$ cat src/sv/psw_div_serial.sv
// Restoring divider, one quotient bit per cycle.
module psw_div_serial #(
    parameter int DW = 20,
    parameter int VW = 5
) (
    input  logic          i_clk,
    input  logic          i_rst_n,
    input  logic          i_start,
    input  logic [DW-1:0] i_num,
    input  logic [VW-1:0] i_den,
    output logic          o_done,
    output logic [DW-1:0] o_quot
);

    localparam int CNT_W = $clog2(DW + 1);

    logic [DW-1:0]    r_quo, n_quo;
    logic [VW-1:0]    r_rem, n_rem;
    logic [VW-1:0]    r_den;
    logic [CNT_W-1:0] r_cnt;
    logic             r_busy;
    logic             r_done;
    logic [VW:0]      w_trial;
    logic [VW:0]      w_diff;
    logic             w_ge;

    // shift in the next dividend bit, subtract if it fits
    always_comb begin
        w_trial = {r_rem, r_quo[DW-1]};
        w_diff  = w_trial - {1'b0, r_den};
        w_ge    = (w_trial >= {1'b0, r_den});
        n_rem   = w_ge ? w_diff[VW-1:0] : w_trial[VW-1:0];
        n_quo   = {r_quo[DW-2:0], w_ge};
    end

    always_ff @(posedge i_clk) begin
        if (!i_rst_n) begin
            r_busy <= 1'b0;
            r_done <= 1'b0;
            r_cnt  <= '0;
        end else begin
            r_done <= 1'b0;
            if (i_start) begin
                r_busy <= 1'b1;
                r_cnt  <= CNT_W'(DW);
            end else if (r_busy) begin
                r_cnt <= r_cnt - 1'b1;
                if (r_cnt == CNT_W'(1)) begin
                    r_busy <= 1'b0;
                    r_done <= 1'b1;
                end
            end
        end
    end

    always_ff @(posedge i_clk) begin
        if (i_start) begin
            r_quo <= i_num;
            r_rem <= '0;
            r_den <= i_den;
        end else if (r_busy) begin
            r_quo <= n_quo;
            r_rem <= n_rem;
        end
    end

    assign o_done = r_done;
    assign o_quot = r_quo;

endmodule

$ cat config.mk
export PLATFORM = sky130hd
export DESIGN_NAME = psw_div_serial
export DESIGN_NICKNAME = d
export VERILOG_FILES = /design/src/sv/psw_div_serial.sv
export SDC_FILE = /design/constraint.sdc
export NUM_CORES = 1
export LEC_CHECK = 0
export BUFFER_PORTS_ARGS = -buffer_cell sky130_fd_sc_hd__buf_2
export CAP_MARGIN = 5
export CORE_MARGIN = 2
export CORE_UTILIZATION = 34
export DETAILED_ROUTE_END_ITERATION = 16
export GPL_ROUTABILITY_DRIVEN = 0
export PLACE_DENSITY = 0.61
export SYNTH_ARGS = -nofsm -noshare
export SYNTH_HDL_FRONTEND = slang
export SYNTH_SLANG_ARGS = --single-unit
$ cat constraint.sdc
create_clock -name i_clk -period 4 [get_ports i_clk]
set_input_delay 0.2 -clock i_clk [delete_from_list [all_inputs] [get_ports i_clk]]
set_output_delay 0.2 -clock i_clk [all_outputs]
set_load 0.03 [all_outputs]
# [Word-level counts from Yosys, hierarchy flattened]
# Index checks and enable logic that the tools add are counted.
[classes] order_cmp=1 n_mux=9 n_eq_ne=1 n_bitwise=2 n_reduce_logical=3 add_sub_neg=2
[ops] cell="20-bit two-way mux" n=2
[ops] cell="5-bit two-way mux" n=3
[ops] cell="6-bit by 5-bit >= comparator with 1-bit output" n=1
[ops] cell="5-bit by 1-bit == test with 1-bit output (second input constant)" n=1
[ops] cell="5-bit by 1-bit subtractor with 5-bit output (second input constant)" n=1
[ops] cell="5-bit subtractor" n=1
[ops] cell="1-bit two-way mux" n=4
[ops] cell="3-bit OR reduction" n=1
[ops] cell="1-bit inverter" n=2
[ops] cell="2-bit nonzero test" n=1
[ops] cell="2-bit OR reduction" n=1
[totals] reg_bits=37 input_bits=28 word_cells=25

# [Logic depth before layout (Yosys ltp)]
# Gate-level depths: netlist (run 1).
[logic_depth] depth_word=4 depth_mapped=8

# [Least setup slack after synthesis (run 1)]
# OpenSTA, ideal clock, no wires.
[synth_timing] path_kind="register to register" from="register r_quo[19] (netlist: o_quot[19])" to="register r_rem[2]" path_slack_ns=1.682 period_less_slack_ns=2.318 stages_incl_launch_ff=9 path_buffers=0 t_arrival_ns=2.222 setup_time_ns=0.095 cell_sequence="edfxtp_1 -> inv_1 -> ha_1 -> inv_1 -> fa_1 -> a211o_2 -> o211a_1 -> or4_1 -> o311ai_1"
[synth_via] elab_chain_len=2
[synth_lines] element="from (decl)" line="17" source="logic [DW-1:0] r_quo, n_quo;"
[synth_lines] element="from (signal assigned)" line="58" source="r_quo <= i_num;"
[synth_lines] element="from (signal assigned)" line="62" source="r_quo <= n_quo;"
[synth_lines] element="5-bit subtractor / 6-bit by 5-bit >= comparator with 1-bit output (equally long branches)" line="30, 31"
[synth_lines] element="5-bit two-way mux *" line="32" source="n_rem = w_ge ? w_diff[VW-1:0] : w_trial[VW-1:0];"
[synth_lines] element="to (signal assigned)" line="63" source="r_rem <= n_rem;"
[synth_lines] element="to (decl)" line="18" source="logic [VW-1:0] r_rem, n_rem;"
# Every way passes the cells marked *; elsewhere a longest branch is shown, timed or not.
# A chain may end at the register's enable or synchronous reset.

# [Final worst setup path (run 1)]
# Ends and elaborated chain as after synthesis.

==> results of run 1 <==
==> logic make-up after synthesis <==
group,after synthesis,synth area share [%]
xor+xnor,6,3.02
flops,37,57.0
simple gates,28,8.35
fa+ha+maj,8,6.19
buf+inv,15,3.31
compound gates,23,9.79
mux,19,12.3
==> power by group through the flow <==
| stage | Combinational [mW] | Sequential, mW | Clock (mW) |
|---|---|---|---|
| floorplan | 0.0988 | 0.522 | 0 |
| global placement | 0.198 | 0.484 | 0 |
| detailed placement | 0.197 | 0.482 | 0 |
| CTS | 0.198 | 0.475 | 0.393 |
| global route | 0.214 | 0.480 | 0.416 |
| finish | 0.197 | 0.475 | 0.384 |
==> through the flow <==
stage                     setup slack, ns  utilization [%]  area (µm²)  instances  total power, mW
after floorplan                      1.68                -        1740        136            0.621
after global placement               1.74             40.8        2050        249            0.681
after detailed placement             1.73             40.8        2050        249            0.680
after CTS                            1.76             43.5        2180        257             1.07
after global routing                 1.61             43.5        2180        257             1.11
final                                1.75             43.5        2180        257             1.06
==> critical path, cell delays in order, from the launching register on <==
cell	delay, ns
edfxtp_1	0.42
inv_1	0.08
ha_1	0.15
inv_1	0.05
fa_1	0.42
a211o_2	0.33
o211a_1	0.13
or4_1	0.50
o311ai_1	0.09
==> per-layer routing <==
metal,GRT usage (%),wire (µm)
met1,17.7,1620
met2,18.9,1480
met3,6.61,227
met4,5.65,56
met5,0,0
==> flip-flops by register name, indices dropped and copies added (netlist names) <==
register	count
r_busy	1
r_den	5
o_done	1
o_quot	20
r_rem	5
r_cnt	5
==> worst max path at each step <==
stage	depth (start not counted)	slack [ns]	end	from
after floorplan	8	1.68	r_rem[2]$_SDFFE_PP0P_	o_quot[19]$_DFFE_PP_
after global placement	3	1.74	o_quot[7]$_DFFE_PP_	i_start
after detailed placement	3	1.73	o_quot[7]$_DFFE_PP_	i_start
after CTS	8	1.76	r_rem[2]$_SDFFE_PP0P_	o_quot[19]$_DFFE_PP_
after global routing	8	1.61	r_rem[2]$_SDFFE_PP0P_	o_quot[19]$_DFFE_PP_
final	8	1.75	r_rem[2]$_SDFFE_PP0P_	o_quot[19]$_DFFE_PP_
==> final cells by class <==
class	instances	area, µm²	share of cell area [%]
well taps	70	87.6	4.02
repair buffers	48	240	11.0
clock inverters	3	65.1	2.99
clock buffers	5	68.8	3.16
inverters	10	37.5	1.72
multi-input cells	84	689	31.6
flip-flops and latches	37	991	45.5
==> layout by cell type (no fill, tap or decap), drive strengths merged, types with 2 or more instances in the layout <==
master   n
a211o    3
a311oi   2
nand2    6
inv      9
nand3    3
nor3     2
mux2    19
nor2b    2
xnor2    5
dfxtp   12
nor2     8
bufinv   2
a21boi   2
clkbuf   5
a211oi   3
and3     2
buf     48
clkinv   2
a21oi    5
edfxtp  25
ha       7
==> impl_metrics.xml, run 1 <==
<?xml version="1.0" encoding="UTF-8"?>
<metrics>
  <group name="run">
    <metric name="max_cap_viol_count" unit="">0</metric>
  </group>
  <group name="synth">
    <metric name="proportion_of_synthesized_chip_area_in_sequential_cells" unit="%">57.0</metric>
    <metric name="yosysUniqueCellTypes" unit="">37</metric>
    <metric name="number_of_synthesized_flops_with_an_enable_pin" unit="">25</metric>
    <metric name="post_synth_instance_area" unit="µm²">1740</metric>
    <metric name="proportion_of_synthesized_flip_flops_having_asynchronous_set_or_reset" unit="%">0</metric>
    <metric name="syn_inst" unit="">136</metric>
    <metric name="top_count_cell_post_synth" unit="">edfxtp_1</metric>
    <metric name="synth_top_cell_by_area" unit="">edfxtp_1</metric>
    <metric name="synth.top_cells.by_area" unit="">edfxtp_1 43%, dfxtp_1 14%, mux2_2 12%</metric>
    <metric name="synthTopCellsByCount" unit="">25 x edfxtp_1, 19 x mux2_2, 12 x dfxtp_1</metric>
    <metric name="synth_warnings" unit="">0</metric>
    <metric name="synthDominantCellAreaShare" unit="%">43.2</metric>
    <metric name="postSynthRegisterBits" unit="">37</metric>
    <metric name="synthesis.area_per_instance" unit="µm²">12.8</metric>
    <metric name="synthesis.nets" unit="">172</metric>
    <metric name="synth_ff_type" unit="">edfxtp_1</metric>
  </group>
  <group name="global_route">
    <metric name="number_of_global_route_vias_before_repair" unit="">1201</metric>
    <metric name="grt_util_all_layers" unit="%">13.5</metric>
    <metric name="grt_start_max_net_pins" unit="">31</metric>
    <metric name="grt_first_pass_wirelength" unit="µm">5570</metric>
    <metric name="antenna_found_initial" unit="">0</metric>
    <metric name="total_global_routing_overflow" unit="">0</metric>
  </group>
  <group name="sta">
    <metric name="max_slew_margin" unit="%">45.9</metric>
    <metric name="finalHoldWorstSlack" unit="ns">0.0823</metric>
    <metric name="final-setup-viol-count" unit="">0</metric>
    <metric name="maximum_achievable_frequency" unit="GHz">0.444</metric>
    <metric name="final_report_hold_violation_count" unit="">0</metric>
    <metric name="report.final.slew_viol_count" unit="">0</metric>
    <metric name="worst_clock_skew" unit="ns">0.00548</metric>
    <metric name="worst_pin_slew" unit="ns">0.810</metric>
    <metric name="layout_worst_path_cycle_share" unit="%">56.3</metric>
    <metric name="timing.setup.tns" unit="ns">0</metric>
    <metric name="timing.final.crit_period" unit="ns">2.25</metric>
    <metric name="rsz0062_at_grt" unit="">false</metric>
  </group>
  <group name="clock_network">
    <metric name="cts_buffers" unit="">5</metric>
    <metric name="cts_setup_buffers" unit="">0</metric>
    <metric name="h_tree_depth_reported_by_cts" unit="">2</metric>
    <metric name="worst_setup_hold_path_clk_slew" unit="ns">0.08</metric>
    <metric name="worstSkewPairLatency" unit="ns">0.29</metric>
    <metric name="ctsHoldBuffers" unit="">0</metric>
    <metric name="ctsResizeCount" unit="">0</metric>
    <metric name="clock-sinks" unit="">37</metric>
    <metric name="clock_tree.buffer_depth" unit="">2</metric>
    <metric name="ctsRootBufferMaster" unit="">clkbuf_8</metric>
    <metric name="tritoncts" unit="">done</metric>
  </group>
  <group name="floorplan">
    <metric name="rows" unit="">26</metric>
    <metric name="total_die_area" unit="µm²">5700</metric>
    <metric name="core_area" unit="µm²">5010</metric>
    <metric name="chipHeight" unit="µm">75.5</metric>
    <metric name="dieWidth" unit="µm">75.5</metric>
    <metric name="start_util" unit="%">34.7</metric>
    <metric name="floorplan.io_pins" unit="">49</metric>
  </group>
  <group name="finish">
    <metric name="drive_gt1_share" unit="%">42.2</metric>
    <metric name="n_antenna_cell" unit="">0</metric>
    <metric name="fillCellCount" unit="">503</metric>
    <metric name="finish.net_count" unit="">222</metric>
    <metric name="areaGrowthSynthToFinish" unit="%">25.4</metric>
  </group>
  <group name="critical_path">
    <metric name="crit_type" unit="">flip-flop to flip-flop</metric>
    <metric name="timing.critical_path.fanout_max" unit="">3</metric>
    <metric name="end_kind" unit="">flip-flop</metric>
    <metric name="timing.rr.end" unit="">r_rem[2]$_SDFFE_PP0P_</metric>
    <metric name="required" unit="ns">4.21</metric>
    <metric name="worst-endpoint-arrival" unit="ns">2.46</metric>
    <metric name="ff2ff_path_depth" unit="">8</metric>
    <metric name="ff2ff_setup_slack" unit="ns">1.75</metric>
    <metric name="critical_path.reg2reg.startpoint" unit="">o_quot[19]$_DFFE_PP_</metric>
    <metric name="setup_crit_start_kind" unit="">flip-flop</metric>
  </group>
  <group name="route">
    <metric name="total_iterations_of_the_first_detailed_routing_run" unit="">4</metric>
    <metric name="drt_drc_violations_left" unit="">0</metric>
    <metric name="avgViaCountPerCell" unit="">4.72</metric>
    <metric name="drtAntennaViolNets" unit="">0</metric>
    <metric name="detailroute.via_count" unit="">1214</metric>
    <metric name="totalWireLength" unit="µm">3380</metric>
    <metric name="dr.first_iter.drc_count" unit="">70</metric>
    <metric name="wl_cell" unit="µm">13.1</metric>
  </group>
  <group name="outcome">
    <metric name="status" unit="">finished, final reports clean</metric>
  </group>
  <group name="power_and_ir_drop">
    <metric name="cellLeakagePower" unit="nW">0.919</metric>
    <metric name="seq_power_share" unit="%">45.0</metric>
    <metric name="vdd.ir_drop.worst" unit="mV">0.252</metric>
    <metric name="power-per-cell-area" unit="nW/µm²">484</metric>
    <metric name="internal-power" unit="mW">0.779</metric>
    <metric name="combPwrFrac" unit="%">18.6</metric>
    <metric name="clkPwrFrac" unit="%">36.4</metric>
    <metric name="switching_share" unit="%">26.2</metric>
    <metric name="sw_pwr" unit="mW">0.277</metric>
  </group>
  <group name="place">
    <metric name="port-buffer-count" unit="">48</metric>
    <metric name="dp.final_hpwl" unit="µm">2410</metric>
  </group>
  <group name="hold_path">
    <metric name="worst_hold_path_type" unit="">input port to flip-flop</metric>
    <metric name="beginning_of_the_worst_hold_path" unit="">i_den[1]</metric>
    <metric name="min_delay_path_depth" unit="">1</metric>
    <metric name="min_delay_worst_endpoint" unit="">r_den[1]$_DFFE_PP_</metric>
  </group>
</metrics>
No activity file was read; power rests on OpenSTA's default activity.
==> inputs of run 2 (changes only) <==
Clock period 4 ns to 2.3 ns, I/O delays scaled along.
==> run 2 against run 1 <==
Compared with the run above:
- clock power increased by 74%
- final area grew 3.8%
- setup slack got worse by 1.7 ns
- critical path depth stayed put
- sequential share of layout area is 1.7 points lower
- global-route usage is 0.077 points higher
- count of clock-buffer cells in the layout is the same
- clock skew is 0.0038 ns higher
- core utilization grew 1.6 points
- die area stayed put
- highest routed layer unchanged
==> impl_metrics.xml, run 2 (synthesized netlist as in run 1, its figures left out) <==
<?xml version="1.0" encoding="UTF-8"?>
<metrics>
  <group name="floorplan">
    <metric name="start_util" unit="%">34.7</metric>
    <metric name="floorplan.io_pins" unit="">49</metric>
    <metric name="rows" unit="">26</metric>
    <metric name="chipHeight" unit="µm">75.5</metric>
    <metric name="total_die_area" unit="µm²">5700</metric>
    <metric name="core_area" unit="µm²">5010</metric>
    <metric name="dieWidth" unit="µm">75.5</metric>
  </group>
  <group name="finish">
    <metric name="n_antenna_cell" unit="">0</metric>
    <metric name="fillCellCount" unit="">483</metric>
    <metric name="areaGrowthSynthToFinish" unit="%">30.2</metric>
    <metric name="layout_common_cells" unit="">48 x buf_2, 25 x edfxtp_1, 19 x mux2_2</metric>
    <metric name="largest_reg_flops" unit="">20</metric>
    <metric name="drive_gt1_share" unit="%">42.9</metric>
    <metric name="area_used_by_multi_input_combinational_logic" unit="µm²">692</metric>
    <metric name="finish.net_count" unit="">231</metric>
    <metric name="mostFrequentLayoutCell" unit="">buf_2</metric>
    <metric name="footprint_of_the_flip_flops_and_latches" unit="µm²">991</metric>
  </group>
  <group name="sta">
    <metric name="final-setup-viol-count" unit="">0</metric>
    <metric name="worst_clock_skew" unit="ns">0.00924</metric>
    <metric name="max_slew_margin" unit="%">63.9</metric>
    <metric name="timing.final.crit_period" unit="ns">2.22</metric>
    <metric name="worst_pin_slew" unit="ns">0.538</metric>
    <metric name="rsz0062_at_grt" unit="">false</metric>
    <metric name="maximum_achievable_frequency" unit="GHz">0.451</metric>
    <metric name="timing.setup.tns" unit="ns">0</metric>
    <metric name="final_report_hold_violation_count" unit="">0</metric>
    <metric name="layout_worst_path_cycle_share" unit="%">96.5</metric>
    <metric name="report.final.slew_viol_count" unit="">0</metric>
  </group>
  <group name="global_route">
    <metric name="antenna_found_initial" unit="">0</metric>
    <metric name="total_global_routing_overflow" unit="">0</metric>
    <metric name="grt_start_max_net_pins" unit="">21</metric>
    <metric name="grt_first_pass_wirelength" unit="µm">5650</metric>
    <metric name="grt_util_all_layers" unit="%">13.6</metric>
    <metric name="number_of_global_route_vias_before_repair" unit="">1216</metric>
  </group>
  <group name="clock_network">
    <metric name="worstSkewPairLatency" unit="ns">0.29</metric>
    <metric name="worst_setup_hold_path_clk_slew" unit="ns">0.08</metric>
    <metric name="cts_buffers" unit="">5</metric>
    <metric name="ctsResizeCount" unit="">0</metric>
    <metric name="ctsRootBufferMaster" unit="">clkbuf_8</metric>
    <metric name="clock-sinks" unit="">37</metric>
    <metric name="clock_tree.buffer_depth" unit="">2</metric>
    <metric name="tritoncts" unit="">done</metric>
    <metric name="h_tree_depth_reported_by_cts" unit="">2</metric>
  </group>
  <group name="place">
    <metric name="port-buffer-count" unit="">48</metric>
    <metric name="dp.final_hpwl" unit="µm">2530</metric>
  </group>
  <group name="route">
    <metric name="wl_cell" unit="µm">13.4</metric>
    <metric name="detailroute.via_count" unit="">1262</metric>
    <metric name="dr.first_iter.drc_count" unit="">71</metric>
    <metric name="drt_drc_violations_left" unit="">0</metric>
    <metric name="avgViaCountPerCell" unit="">4.74</metric>
    <metric name="drtAntennaViolNets" unit="">0</metric>
    <metric name="totalWireLength" unit="µm">3560</metric>
    <metric name="total_iterations_of_the_first_detailed_routing_run" unit="">4</metric>
  </group>
  <group name="power_and_ir_drop">
    <metric name="seq_power_share" unit="%">44.3</metric>
    <metric name="vdd.ir_drop.worst" unit="mV">0.421</metric>
    <metric name="internal-power" unit="mW">1.37</metric>
    <metric name="power" unit="mW">1.85</metric>
    <metric name="combPwrFrac" unit="%">19.5</metric>
    <metric name="switching_share" unit="%">26.3</metric>
    <metric name="power-per-cell-area" unit="nW/µm²">819</metric>
    <metric name="sw_pwr" unit="mW">0.488</metric>
    <metric name="cellLeakagePower" unit="nW">0.958</metric>
    <metric name="clkPwrFrac" unit="%">36.1</metric>
  </group>
  <group name="critical_path">
    <metric name="required" unit="ns">2.51</metric>
    <metric name="timing.critical_path.fanout_max" unit="">3</metric>
    <metric name="crit_type" unit="">flip-flop to flip-flop</metric>
    <metric name="end_kind" unit="">flip-flop</metric>
    <metric name="worst-endpoint-arrival" unit="ns">2.42</metric>
    <metric name="setup_crit_start_kind" unit="">flip-flop</metric>
  </group>
  <group name="hold_path">
    <metric name="worst_hold_path_type" unit="">input port to flip-flop</metric>
  </group>
  <group name="run">
    <metric name="max_cap_viol_count" unit="">0</metric>
  </group>
  <group name="outcome">
    <metric name="status" unit="">finished, final reports clean</metric>
  </group>
</metrics>
run 2: changes by cell type in the layout (fill, tap and decap cells not counted):
cell,delta
buf_4,+4
dlygate4sd3_1,+5
fa_1,-1
fa_2,+1
run 2: power groups by stage:
stage          combinational, mW  sequential (mW)  clock, mW
2_1_floorplan              0.172            0.908          0
3_3_place_gp               0.354            0.836          0
3_5_place_dp               0.353            0.836          0
4_1_cts                    0.361            0.823      0.686
5_1_grt                    0.392            0.830      0.715
6_report                   0.362            0.822      0.670
run 2: final timing paths:
kind / startpoint / end / slack, ns / cells after the start
worst min register to register: r_cnt[1]$_SDFFE_PP0P_ / r_cnt[1]$_SDFFE_PP0P_ / 0.51 / 2
worst max-delay path: o_quot[19]$_DFFE_PP_ / r_rem[2]$_SDFFE_PP0P_ / 0.08 / 8
worst min-delay path: i_rst_n / r_busy$_SDFF_PN0_ / 0.08 / 2
worst max register to register: o_quot[19]$_DFFE_PP_ / r_rem[2]$_SDFFE_PP0P_ / 0.08 / 8
run 2: stage by stage:
stage	setup slack [ns]	util (%)	area [µm²]	std cells	hold slack, ns
after floorplan	0.0434	-	1740	136	0.214
after global placement	0.190	41.5	2080	253	0.293
after detailed placement	0.141	41.5	2080	253	0.296
after CTS	0.109	45.0	2250	265	0.00317
after global routing	0.0165	45.2	2260	266	0.0933
final	0.0813	45.2	2260	266	0.0799
run 2: metal layers:
metal  share of wire, %  vias to the layer above  GRT usage (%)
met5                  0                        -              0
met4                1.4                        0           6.04
met3                5.5                        6           4.76
met2                 48                       38           21.1
met1                 45                      599           17.1
li1                   -                      619              -
run 2: critical path, cell delays in order (launching register included):
cell and delay, ns:
edfxtp_1 0.41, inv_1 0.08, ha_1 0.15, inv_1 0.05, fa_2 0.37, a211o_2 0.32, o211a_1 0.14, or4_1 0.52
o311ai_1 0.10
run 2: final cells by class:
type	count	share of cell area, %
timing repair buffer	57	14.2
clock inverter	3	2.88
tap	70	3.87
sequential	37	43.8
inverter	10	1.66
clock buffer	5	3.04
multi-input combinational	84	30.6
run 2: what timing repair did:
action | CTS | global route
endpoints found under the hold margin | 4 | 1
hold buffers | 4 | 1
buffers inserted | 0 | 0
==> inputs of run 3 (changes only) <==
Settings changed: CORE_UTILIZATION 34 to 30, PLACE_DENSITY 0.61 to 0.56.
==> run 3 against run 2 <==
Compared with the run above:
- via count grew 0.87%
- routed wire length grew 1.4%
- clock skew shrank 0.0063 ns
- largest power group unchanged
- register-to-register slack is essentially flat
==> impl_metrics.xml, run 3 (synthesized netlist as in run 1, its figures left out) <==
<?xml version="1.0" encoding="UTF-8"?>
<metrics>
  <group name="run">
    <metric name="max_cap_viol_count" unit="">0</metric>
  </group>
  <group name="sta">
    <metric name="worst_clock_skew" unit="ns">0.00298</metric>
    <metric name="maximum_achievable_frequency" unit="GHz">0.451</metric>
    <metric name="timing.final.crit_period" unit="ns">2.22</metric>
    <metric name="worst_pin_slew" unit="ns">0.472</metric>
    <metric name="report.final.slew_viol_count" unit="">0</metric>
    <metric name="finalHoldWorstSlack" unit="ns">0.0682</metric>
    <metric name="final_report_hold_violation_count" unit="">0</metric>
    <metric name="final-setup-viol-count" unit="">0</metric>
    <metric name="layout_worst_path_cycle_share" unit="%">96.4</metric>
    <metric name="max_slew_margin" unit="%">68.4</metric>
  </group>
  <group name="critical_path">
    <metric name="ff2ff_setup_slack" unit="ns">0.08</metric>
    <metric name="crit_type" unit="">flip-flop to flip-flop</metric>
    <metric name="end_kind" unit="">flip-flop</metric>
    <metric name="setup.worst_path.end" unit="">r_rem[2]$_SDFFE_PP0P_</metric>
    <metric name="worst-endpoint-arrival" unit="ns">2.42</metric>
    <metric name="critical_path.reg2reg.startpoint" unit="">o_quot[19]$_DFFE_PP_</metric>
    <metric name="required" unit="ns">2.51</metric>
    <metric name="worst_path_max_stage_delay" unit="ns">0.52</metric>
    <metric name="setup_crit_start_kind" unit="">flip-flop</metric>
    <metric name="timing.rr.end" unit="">r_rem[2]$_SDFFE_PP0P_</metric>
    <metric name="worst_path_most_repeated_cell" unit="">inv_1</metric>
    <metric name="worstPathCellList" unit="">inv_1, ha_1, inv_1, fa_2, a211o_2, o211a_1, or4_4, o311ai_2</metric>
    <metric name="timing.critical_path.fanout_max" unit="">3</metric>
    <metric name="critPathSlowestCell" unit="">or4_4</metric>
    <metric name="ff2ff_path_depth" unit="">8</metric>
    <metric name="critical_path.startpoint" unit="">o_quot[19]$_DFFE_PP_</metric>
  </group>
  <group name="floorplan">
    <metric name="total_die_area" unit="µm²">6420</metric>
    <metric name="chipHeight" unit="µm">80.1</metric>
    <metric name="dieWidth" unit="µm">80.1</metric>
    <metric name="rows" unit="">27</metric>
    <metric name="floorplan.io_pins" unit="">49</metric>
    <metric name="start_util" unit="%">31.4</metric>
    <metric name="core_area" unit="µm²">5540</metric>
  </group>
  <group name="clock_network">
    <metric name="ctsRootBufferMaster" unit="">clkbuf_8</metric>
    <metric name="tritoncts" unit="">done</metric>
    <metric name="clock-sinks" unit="">37</metric>
    <metric name="clock_tree.buffer_depth" unit="">2</metric>
    <metric name="worstSkewPairLatency" unit="ns">0.29</metric>
    <metric name="cts_buffers" unit="">5</metric>
    <metric name="h_tree_depth_reported_by_cts" unit="">2</metric>
    <metric name="worst_setup_hold_path_clk_slew" unit="ns">0.08</metric>
  </group>
  <group name="finish">
    <metric name="fillCellCount" unit="">568</metric>
    <metric name="layout_common_cells" unit="">48 x buf_2, 25 x edfxtp_1, 19 x mux2_2</metric>
    <metric name="n_antenna_cell" unit="">0</metric>
    <metric name="finish.net_count" unit="">233</metric>
    <metric name="largest_reg_flops" unit="">20</metric>
    <metric name="mostFrequentLayoutCell" unit="">buf_2</metric>
    <metric name="drive_gt1_share" unit="%">44.4</metric>
    <metric name="final_cells" unit="">270</metric>
    <metric name="areaGrowthSynthToFinish" unit="%">29.4</metric>
  </group>
  <group name="place">
    <metric name="port-buffer-count" unit="">48</metric>
    <metric name="dp.final_hpwl" unit="µm">2470</metric>
    <metric name="place_inst" unit="">255</metric>
  </group>
  <group name="power_and_ir_drop">
    <metric name="power-per-cell-area" unit="nW/µm²">741</metric>
    <metric name="power" unit="mW">1.67</metric>
    <metric name="cellLeakagePower" unit="nW">0.951</metric>
    <metric name="vdd.ir_drop.worst" unit="mV">0.323</metric>
  </group>
  <group name="route">
    <metric name="totalWireLength" unit="µm">3610</metric>
    <metric name="wirelength_met1" unit="µm">1720</metric>
    <metric name="maxUsedRoutingLayer" unit="">met4</metric>
    <metric name="drtAntennaViolNets" unit="">0</metric>
    <metric name="avgViaCountPerCell" unit="">4.71</metric>
    <metric name="dr_wl_met3" unit="µm">184</metric>
    <metric name="drt_drc_violations_left" unit="">0</metric>
    <metric name="wl_cell" unit="µm">13.4</metric>
    <metric name="total_iterations_of_the_first_detailed_routing_run" unit="">4</metric>
    <metric name="met2_wirelength" unit="µm">1660</metric>
    <metric name="detailroute.via_count" unit="">1273</metric>
    <metric name="dr.first_iter.drc_count" unit="">92</metric>
  </group>
  <group name="global_route">
    <metric name="number_of_global_route_vias_before_repair" unit="">1294</metric>
    <metric name="grt_start_max_net_pins" unit="">27</metric>
    <metric name="total_global_routing_overflow" unit="">0</metric>
    <metric name="antenna_found_initial" unit="">0</metric>
    <metric name="grt_util_all_layers" unit="%">12.0</metric>
    <metric name="grt_first_pass_wirelength" unit="µm">5950</metric>
  </group>
  <group name="hold_path">
    <metric name="worst_hold_path_type" unit="">input port to flip-flop</metric>
  </group>
  <group name="outcome">
    <metric name="status" unit="">finished, final reports clean</metric>
  </group>
</metrics>
[run 3: how the worst min path moves through the flow]
stage              from               endpoint  slack, ns  cells after the start
6_report        i_start  r_rem[4]$_SDFFE_PP0P_       0.07                      2
5_1_grt         i_start  r_rem[4]$_SDFFE_PP0P_       0.09                      2
4_1_cts         i_start  r_rem[4]$_SDFFE_PP0P_       0.07                      2
3_5_place_dp   i_den[3]     r_den[3]$_DFFE_PP_       0.29                      1
3_3_place_gp   i_den[2]     r_den[2]$_DFFE_PP_       0.29                      1
2_1_floorplan  i_den[0]     r_den[0]$_DFFE_PP_       0.21                      0
[run 3: final cells by class]
cell class / instances / area (µm²) / area share, %
inverter: 10 / 37.5 / 1.67
tap: 72 / 90.1 / 4.01
sequential: 37 / 991 / 44.1
multi-input combinational: 84 / 703 / 31.3
timing repair buffer: 59 / 335 / 14.9
clock inverter: 3 / 22.5 / 1.00
clock buffer: 5 / 68.8 / 3.06
[run 3: where the power goes]
part | internal (mW) | switching [mW] | total [mW]
sequential | 0.783 | 0.0352 | 0.819
clock | 0.215 | 0.253 | 0.468
combinational | 0.159 | 0.220 | 0.379
total | 1.16 | 0.508 | 1.67
[run 3: worst max-delay path: cells and delay by family, from the launching register on]
kind | cells | cell delay, ns
AOI/OAI and AO/OA | 3 | 0.55
adders and majority gates | 2 | 0.53
and+or+nand+nor | 1 | 0.52
DFF | 1 | 0.39
buffers and inverters | 2 | 0.13
[run 3: repair_timing]
item / CTS / global route
hold endpoints to repair: 5 / 0
endpoints found under the setup margin: 0 / 1
resized for setup: 0 / 2
hold buffers: 5 / 0
buffers inserted: 0 / 2
[run 3: through the flow]
step	setup WS, ns	util, %	cell area (µm²)	setup TNS [ns]
floorplan	0.0434	-	1740	0
global placement	0.182	37.6	2080	0
detailed placement	0.125	37.6	2080	0
CTS	0.107	40.1	2220	0
global route	-0.0158	40.6	2250	-0.0158
finish	0.0817	40.6	2250	0
[run 3: layer usage]
metal / global-route usage (%) / vias to the layer above
li1: - / 635
met1: 16.3 / 594
met2: 18.3 / 38
met3: 3.03 / 6
met4: 4.75 / 0
met5: 0 / -
